===== config.mk =====
export PLATFORM = sky130hd
export DESIGN_NAME = mips_subset_execute_unit
export DESIGN_NICKNAME = d
export VERILOG_FILES = /design/src/hw/rtl/mseu_pkg.sv /design/src/hw/rtl/mips_subset_execute_unit.sv
export SDC_FILE = /design/constraint.sdc
export NUM_CORES = 2
export LEC_CHECK = 0
export BUFFER_PORTS_ARGS = -buffer_cell sky130_fd_sc_hd__clkbuf_2
export CAP_MARGIN = 20
export CORE_ASPECT_RATIO = 1.75
export CORE_MARGIN = 2
export CORE_UTILIZATION = 55
export DETAILED_ROUTE_END_ITERATION = 8
export GPL_TIMING_DRIVEN = 0
export PLACE_DENSITY_LB_ADDON = 0.3
export SLEW_MARGIN = 20
export SYNTH_ARGS = -nofsm -noshare
export SYNTH_HDL_FRONTEND = slang
export SYNTH_SLANG_ARGS = --single-unit
export TNS_END_PERCENT = 5

===== constraint.sdc =====
create_clock -name clk -period 9.5 [get_ports clk]
set_input_delay 1.9 -clock clk [delete_from_list [all_inputs] [get_ports clk]]
set_output_delay 1.9 -clock clk [all_outputs]
set_load 0.03 [all_outputs]

===== src/hw/rtl/mseu_pkg.sv =====
package mseu_pkg;

  // Widths of the instruction fields as they arrive on the input channel.
  localparam int unsigned KIND_W  = 3;
  localparam int unsigned IDX_W   = 5;
  localparam int unsigned DATA_W  = 32;
  localparam int unsigned LINE_W  = 10;

  // Register file depth default; the top level carries it as a parameter.
  localparam int unsigned REGISTER_COUNT_DEF = 32;

  // Program memory size in lines. The counter wraps modulo this value.
  localparam int unsigned PROGRAM_LINES = 1024;
  localparam int unsigned PC_W          = $clog2(PROGRAM_LINES);

  typedef enum logic [KIND_W-1:0] {
    KIND_ADD  = 3'd0,
    KIND_SUB  = 3'd1,
    KIND_MUL  = 3'd2,
    KIND_SLT  = 3'd3,
    KIND_ADDI = 3'd4,
    KIND_BNE  = 3'd5,
    KIND_BEQ  = 3'd6,
    KIND_JUMP = 3'd7
  } kind_t;

endpackage


===== src/hw/rtl/mips_subset_execute_unit.sv =====
// Execute stage for a small MIPS-like integer subset (add, sub, mul low word, slt,
// addi, bne, beq, jump) with its own register file and program counter. The unit
// accepts one instruction beat per clock and delivers one result beat per
// instruction, in order. A result reaches the output register through the read
// stage: acceptance captures both operands from the two-read-port register file
// into registers, and when the execute stage fires it runs the ALU (including a
// single 32x32 multiplier), loads the result register and writes the register
// file back. A write in the second stage is forwarded to an instruction being
// read in the same cycle, so back-to-back dependent instructions need no
// bubbles; throughput is therefore limited only by output back-pressure. Register
// zero and indices at or above REGISTER_COUNT read as zero and are never written.
// Reset clears the register file at once through per-entry valid bits, so the
// unit is ready as soon as reset is released. A branch or jump whose target is
// flagged unknown raises label_error, is not taken, and the counter advances.
module mips_subset_execute_unit
  import mseu_pkg::*;
#(
  parameter int unsigned REGISTER_COUNT = REGISTER_COUNT_DEF
) (
  input  logic                     clk,
  input  logic                     rst_n,

  input  logic                     in_valid,
  output logic                     in_ready,
  input  logic [KIND_W-1:0]        in_kind,
  input  logic [IDX_W-1:0]         in_dest_index,
  input  logic [IDX_W-1:0]         in_src_a_index,
  input  logic [IDX_W-1:0]         in_src_b_index,
  input  logic signed [DATA_W-1:0] in_immediate,
  input  logic [LINE_W-1:0]        in_target_line,
  input  logic                     in_target_known,

  output logic                     out_valid,
  input  logic                     out_ready,
  output logic                     out_write_enable,
  output logic [IDX_W-1:0]         out_write_index,
  output logic signed [DATA_W-1:0] out_write_value,
  output logic                     out_branch_taken,
  output logic [LINE_W-1:0]        out_program_counter,
  output logic                     out_label_error
);

  localparam int unsigned RIDX_W = (REGISTER_COUNT > 1) ? $clog2(REGISTER_COUNT) : 1;
  localparam int unsigned EXT_W  = RIDX_W + IDX_W;

  // Register file storage and per-entry valid bits (an entry never written
  // since reset reads as zero).
  logic [DATA_W-1:0] rf_mem [REGISTER_COUNT];
  logic [REGISTER_COUNT-1:0] rf_valid_r;

  // Read stage registers.
  logic              s1_valid_r;
  kind_t             s1_kind_r;
  logic [IDX_W-1:0]  s1_dest_r;
  logic [DATA_W-1:0] s1_imm_r;
  logic [LINE_W-1:0] s1_target_r;
  logic              s1_known_r;
  logic [DATA_W-1:0] rd_a_raw_r;
  logic [DATA_W-1:0] rd_b_raw_r;
  logic              rd_a_zero_r;
  logic              rd_b_zero_r;
  logic              rd_a_fwd_r;
  logic              rd_b_fwd_r;
  logic [DATA_W-1:0] fwd_value_r;

  // Execute stage and output registers.
  logic              out_valid_r;
  logic              out_write_enable_r;
  logic [IDX_W-1:0]  out_write_index_r;
  logic [DATA_W-1:0] out_write_value_r;
  logic              out_branch_taken_r;
  logic              out_label_error_r;
  logic [PC_W-1:0]   pc_r;

  logic              in_fire;
  logic              s2_fire;

  // Port 1 serves the second source for ALU ops and the first compared
  // register for bne and beq.
  kind_t             in_kind_t;
  logic [IDX_W-1:0]  rd_b_index;
  logic [EXT_W-1:0]  rd_a_ext;
  logic [EXT_W-1:0]  rd_b_ext;
  logic [RIDX_W-1:0] rd_a_addr;
  logic [RIDX_W-1:0] rd_b_addr;
  logic              rd_a_hit;
  logic              rd_b_hit;
  logic              rd_a_zero_nxt;
  logic              rd_b_zero_nxt;

  logic [DATA_W-1:0] op_a;
  logic [DATA_W-1:0] op_b;
  logic [DATA_W-1:0] mul_lo;
  logic [DATA_W-1:0] alu_result;
  logic              alu_writes;
  logic              taken_nxt;
  logic              lerr_nxt;
  logic [EXT_W-1:0]  dest_ext;
  logic [RIDX_W-1:0] wr_addr;
  logic              wr_en_nxt;
  logic [PC_W-1:0]   pc_inc;
  logic [PC_W-1:0]   pc_target;
  logic [PC_W-1:0]   pc_nxt;

  assign in_fire  = in_valid && in_ready;
  assign s2_fire  = s1_valid_r && (!out_valid_r || out_ready);
  assign in_ready = !s1_valid_r || s2_fire;

  // ---------------------------------------------------------------------------
  // Operand read, with forwarding from the write that retires in this cycle.
  // ---------------------------------------------------------------------------
  assign in_kind_t  = kind_t'(in_kind);
  assign rd_b_index = (in_kind_t == KIND_BNE || in_kind_t == KIND_BEQ) ?
                      in_dest_index : in_src_b_index;
  assign rd_a_ext   = EXT_W'(in_src_a_index);
  assign rd_b_ext   = EXT_W'(rd_b_index);
  assign rd_a_addr  = rd_a_ext[RIDX_W-1:0];
  assign rd_b_addr  = rd_b_ext[RIDX_W-1:0];

  // The write address is never zero and always in range, so a hit implies a
  // real register.
  assign rd_a_hit = wr_en_nxt && s2_fire && (rd_a_ext == dest_ext);
  assign rd_b_hit = wr_en_nxt && s2_fire && (rd_b_ext == dest_ext);

  assign rd_a_zero_nxt = (in_src_a_index == '0) ||
                         (rd_a_ext >= EXT_W'(REGISTER_COUNT)) ||
                         !rf_valid_r[rd_a_addr];
  assign rd_b_zero_nxt = (rd_b_index == '0) ||
                         (rd_b_ext >= EXT_W'(REGISTER_COUNT)) ||
                         !rf_valid_r[rd_b_addr];

  always_ff @(posedge clk) begin
    if (in_fire) begin
      rd_a_raw_r <= rf_mem[rd_a_addr];
      rd_b_raw_r <= rf_mem[rd_b_addr];
    end
    if (s2_fire && wr_en_nxt) begin
      rf_mem[wr_addr] <= alu_result;
    end
  end

  always_ff @(posedge clk) begin
    if (!rst_n) begin
      rf_valid_r <= '0;
    end else if (s2_fire && wr_en_nxt) begin
      rf_valid_r[wr_addr] <= 1'b1;
    end
  end

  always_ff @(posedge clk) begin
    if (!rst_n) begin
      s1_valid_r <= 1'b0;
    end else if (in_ready) begin
      s1_valid_r <= in_valid;
    end
  end

  always_ff @(posedge clk) begin
    if (in_fire) begin
      s1_kind_r   <= in_kind_t;
      s1_dest_r   <= in_dest_index;
      s1_imm_r    <= in_immediate;
      s1_target_r <= in_target_line;
      s1_known_r  <= in_target_known;
      rd_a_fwd_r  <= rd_a_hit;
      rd_b_fwd_r  <= rd_b_hit;
      rd_a_zero_r <= rd_a_zero_nxt && !rd_a_hit;
      rd_b_zero_r <= rd_b_zero_nxt && !rd_b_hit;
      fwd_value_r <= alu_result;
    end
  end

  // ---------------------------------------------------------------------------
  // Execute: ALU, branch decision and next program counter.
  // ---------------------------------------------------------------------------
  assign op_a = rd_a_fwd_r ? fwd_value_r : (rd_a_zero_r ? '0 : rd_a_raw_r);
  assign op_b = rd_b_fwd_r ? fwd_value_r : (rd_b_zero_r ? '0 : rd_b_raw_r);

  assign mul_lo = op_a * op_b;

  always_comb begin
    alu_result = '0;
    alu_writes = 1'b0;
    taken_nxt  = 1'b0;
    lerr_nxt   = 1'b0;
    unique case (s1_kind_r)
      KIND_ADD: begin
        alu_result = op_a + op_b;
        alu_writes = 1'b1;
      end
      KIND_SUB: begin
        alu_result = op_a - op_b;
        alu_writes = 1'b1;
      end
      KIND_MUL: begin
        alu_result = mul_lo;
        alu_writes = 1'b1;
      end
      KIND_SLT: begin
        alu_result = DATA_W'($signed(op_a) < $signed(op_b));
        alu_writes = 1'b1;
      end
      KIND_ADDI: begin
        alu_result = op_a + s1_imm_r;
        alu_writes = 1'b1;
      end
      KIND_BNE: begin
        lerr_nxt  = !s1_known_r;
        taken_nxt = s1_known_r && (op_b != op_a);
      end
      KIND_BEQ: begin
        lerr_nxt  = !s1_known_r;
        taken_nxt = s1_known_r && (op_b == op_a);
      end
      KIND_JUMP: begin
        lerr_nxt  = !s1_known_r;
        taken_nxt = s1_known_r;
      end
    endcase
  end

  assign dest_ext  = EXT_W'(s1_dest_r);
  assign wr_addr   = dest_ext[RIDX_W-1:0];
  assign wr_en_nxt = alu_writes && (s1_dest_r != '0) &&
                     (dest_ext < EXT_W'(REGISTER_COUNT));

  assign pc_inc    = (pc_r == PC_W'(PROGRAM_LINES - 1)) ? '0 : pc_r + PC_W'(1);
  assign pc_target = PC_W'(s1_target_r % PROGRAM_LINES);
  assign pc_nxt    = taken_nxt ? pc_target : pc_inc;

  always_ff @(posedge clk) begin
    if (!rst_n) begin
      out_valid_r <= 1'b0;
      pc_r        <= '0;
    end else begin
      if (s2_fire) begin
        out_valid_r <= 1'b1;
        pc_r        <= pc_nxt;
      end else if (out_ready) begin
        out_valid_r <= 1'b0;
      end
    end
  end

  always_ff @(posedge clk) begin
    if (s2_fire) begin
      out_write_enable_r <= wr_en_nxt;
      out_write_index_r  <= wr_en_nxt ? s1_dest_r : '0;
      out_write_value_r  <= wr_en_nxt ? alu_result : '0;
      out_branch_taken_r <= taken_nxt;
      out_label_error_r  <= lerr_nxt;
    end
  end

  assign out_valid           = out_valid_r;
  assign out_write_enable    = out_write_enable_r;
  assign out_write_index     = out_write_index_r;
  assign out_write_value     = out_write_value_r;
  assign out_branch_taken    = out_branch_taken_r;
  assign out_label_error     = out_label_error_r;
  assign out_program_counter = LINE_W'(pc_r);

  // ---------------------------------------------------------------------------
  // Assertions
  // ---------------------------------------------------------------------------
  a_no_zero_write: assert property (@(posedge clk) disable iff (!rst_n)
    out_valid && out_write_enable |-> out_write_index != '0)
    else $error("register zero reported as written");

  a_lerr_exclusive: assert property (@(posedge clk) disable iff (!rst_n)
    out_valid && out_label_error |-> !out_branch_taken && !out_write_enable)
    else $error("label error together with a branch or a write");

  a_pc_advance: assert property (@(posedge clk) disable iff (!rst_n)
    s2_fire && !taken_nxt |=> pc_r == $past(pc_inc))
    else $error("program counter did not advance by one line");

  a_pc_hold: assert property (@(posedge clk) disable iff (!rst_n)
    !s2_fire |=> $stable(pc_r))
    else $error("program counter changed without a retiring instruction");

endmodule

==> impl_summary.txt <==
----------------------------------------------------
[Status]
  Status ... finished clean

[Detailed routing]
  Antenna-violating nets left ... 0
  Number of iterations in the first detailed-routing pass ... 6
  Vias post-DR ... between 50000 and 60000
  Avg WL per Cell ... 38.42 µm
  Total length of routed wires ... between 200000 and 300000 µm
  Drt first-iter violations ... around 7100
  Vias per inst ... approximately 7
  DRC violations left ... 0

[GRT]
  Vias in the first global route ... 55190
  Wire length of the first global-routing pass ... about 410000 µm
  GR Util All Layers ... between 40% and 50%
  Maximum number of pins on one net before global-route repair ... just over 60
  Number of antenna violations at the first check in global routing ... 17
  Overall overflow remaining after global route ... 0

[Clocking]
  Clock transition at the registers of the reported paths ... around 70 ps
  Maximum clock insertion buffer count ... 3
  Later-pin clock latency in the skew report ... 790 ps
  Clock buffers created by TritonCTS ... 109
  CTS H-tree depth ... 3
  CTS tree ... done
  Root Buffer Master ... clkbuf_16
  Number of sinks handled by clock tree synthesis ... around 1300

[Critical path]
  Arrival time of data at the critical path endpoint ... 9990 ps
  Class of the most critical setup path ... flop to flop
  Startpoint class of the critical path ... flop
  Cell with the most instances on the worst path ... fa_1
  Worst-path cell with the longest stage delay ... clkbuf_1
  Endpoint kind of the worst setup timing path ... flop
  Max FO, Critical Path ... 34
  Logic depth of the worst register-to-register path ... 30
  Critical path's largest stage delay ... 570 ps
  Worst Path Required ... between 10000 and 15000 ps

[Floorplanning]
  Die Wd ... 283.7 µm
  Effective utilization at floorplan ... 55.37%
  Total core area ... between 100000 and 150000 µm²
  Chip Height ... approximately 490 µm
  Total Die Area ... 140000 µm²
  Site row count ... between 150 and 200
  Number of top-level design ports ... 117

[Flow run]
  Max Cap Viol ... 0

[Synthesis]
  Main area contributors after synthesis ... edfxtp_1, mux4_2, fa_1
  EDFF count, synth ... 1215
  Post-synthesis instance total ... between 5000 and 6000
  Share of the synthesized area in the top cell type ... 48.47%
  Post-synth cell types ... 80
  Netlist area before placement ... around 75000 µm²
  Sequential cell area fraction in the yosys report ... 49.61%
  Synth Flop Type ... edfxtp_1
  Post-synthesis sequential element count ... 1258
  Share of synthesized flip-flops with an asynchronous set or reset ... 0%
  Total number of yosys warnings ... 0
  Largest area contributor in the netlist ... edfxtp_1
  Syn Area/Cell ... between 10 and 15 µm²

[Pwr]
  PD cells ... between 150 and 200 nW/µm²
  PnR Total Power ... 0.01612 W
  Max VDD drop ... between 0.15 and 0.2 mV
  Leak ... roughly 31 nW

[Timing]
  Post-route worst setup slack ... between 20 and 30 ps
  Fin. Hold Viols ... 0
  Worst-Margin Slew ... about 1300 ps
  Upper clock frequency limit ... between 0.1 and 0.15 GHz
  Post-route fraction of the period consumed by the critical path ... between 90% and 100%
  Final Max Slew Viols ... 0
  Max-slew headroom at the worst pin ... approximately 14%
  Minimum clock period after layout ... ~9500 ps
  RSZ-0062 raised after global routing ... yes
  Final setup vio count ... 0
  Clock Skews ... just over 80 ps

[Place]
  Dpl cell area ... approximately 80000 µm²
  IO buf count ... 110
  Dpl ws ... -2535 ps
  Hpwl dp ... around 220000 µm
  Final estimated routing congestion in global placement ... around 1.1
  Placed cell count ... ~7300

[Final layout]
  Number of cells in the finished layout apart from fillers ... 7577
  Final Util ... between 60 and 70%
  Post-route cell area ... about 86000 µm²
  Area growth from synthesis to layout ... 13.66%
  # nets final ... ~6300
  Proportion of layout cells with a drive suffix above 1 ... a little under a quarter

[Hold path]
  Worst min path class ... flop to flop
  Number of cells on the worst hold path ... 1

----------------------------------------------------
-- per-layer routing --
metal	up-vias	routed length [µm]	GRT usage (%)
met2	4285	143200	71.16
met3	1635	29700	11.56
met5	-	74	0
li1	20280	-	-
met1	26220	78280	40.32
met4	12	39820	44.50
-- what timing repair did --
| item | CTS | global route |
|---|---|---|
| setup buffers | 19 | 13 |
| gates cloned | 3 | 1 |
| setup endpoints to repair | 638 | 385 |
| pin swaps | 19 | 14 |
| resized for setup | 144 | 59 |
| hold buffers | 0 | 0 |
-- worst max-delay path, delay by kind of cell (launching register included) --
family	cells	cell delay [ps]
adders and majority gates	10	4480
AOI/OAI and AO/OA	7	1960
buffers and inverters	9	1450
and+or+nand+nor	3	490
xor gates and xnor gates	1	420
DFF	1	390
-- cell type report --
type                            instances  area [µm²]
Antenna cell                           11       27.53
Buffer                                290        1426
Clock buffer                          130        2816
Clock inverter                         76       930.9
Fill cell                           10020       50390
Inverter                              463        1772
Multi-Input combinational cell       3292       36020
Sequential cell                      1258       37350
Tap cell                             1810        2265
Timing Repair Buffer                  246        2940
Timing Repair inverter                  1       7.507
-- power by group --
group	switching, W	total (W)	internal, W
registers	0.0000643	0.00659	0.00653
clock network	0.00215	0.00472	0.00258
logic	0.00322	0.00480	0.00158
total	0.00543	0.0161	0.0107
-- placed cells by master, fill, tap and decap left out, types with 42 or more instances in the layout --
cell type	instances
a21oi_1	116
and2_1	46
buf_12	42
buf_4	43
clkbuf_1	156
clkbuf_16	109
clkbuf_2	154
dfxtp_1	43
edfxtp_1	1215
fa_1	401
ha_1	199
inv_1	413
mux4_2	592
nand2_1	568
nand3_1	185
nor2_1	408
o21ai_1	65
xnor2_1	95
-- sequential cells by signal, summed over array words and instances, names as in the netlist --
name and count:
rf_mem 1024, fwd_value_r 32, out_write_value 32, rd_a_raw_r 32, rd_b_raw_r 32, s1_imm_r 32, rf_valid_r 31, out_program_counter 10
s1_target_r 10, out_write_index 5, s1_dest_r 5, s1_kind_r 3, out_branch_taken 1, out_label_error 1, out_valid 1, out_write_enable 1
rd_a_fwd_r 1, rd_a_zero_r 1, rd_b_fwd_r 1, rd_b_zero_r 1, s1_known_r 1, s1_valid_r 1
-- through the flow --
step	hold WS [ps]	setup TNS (ps)
floorplan	451.9	0
global placement	461.4	-1360500
detailed placement	476.8	-714270
CTS	491.9	0
global route	515.2	-2520
finish	495.7	0
-- kinds of logic after synthesis --
group / synth area share, %
DFF: 49.61
xor gates and xnor gates: 1.692
other: 0.004982
buffers and inverters: 3.878
adders and majority gates: 14.28
AOI/OAI and AO/OA: 4.189
muxes: 18.44
and+or+nand+nor: 7.904
-- synth_stat cells, types with 9 or more instances --
master and instances:
buf_2 41, nand3b_1 9, nand2_1 573, edfxtp_1 1215
o21ai_1 73, nor3_1 13, a22o_1 26, buf_1 56
a21o_1 35, a22oi_1 35, a211oi_1 13, mux2i_1 13
mux4_2 592, nand4_1 9, a21oi_1 118, and2_1 47
mux2_2 37, xnor2_1 101, and3_1 14, a31oi_1 18
xor2_1 29, fa_1 410, dfxtp_1 43, inv_1 417
o211ai_1 13, nor2b_1 18, ha_1 203, nor2_1 448
nand2b_1 21, clkbuf_1 199, inv_2 44, or3_1 9
o21a_1 41, nand3_1 191, o21ai_0 29
-- worst paths after layout --
check | from | end | slack (ps)
worst max-delay path | rd_b_fwd_r$_DFFE_PP_ | out_write_value[28]$_SDFFCE_PN0P_ | 30
worst min register to register | rf_valid_r[25]$_SDFFE_PN0P_ | rf_valid_r[25]$_SDFFE_PN0P_ | 500
worst max register to register | rd_b_fwd_r$_DFFE_PP_ | out_write_value[28]$_SDFFCE_PN0P_ | 30
worst min-delay path | rf_valid_r[25]$_SDFFE_PN0P_ | rf_valid_r[25]$_SDFFE_PN0P_ | 500
(Power assumes the default switching activity.)
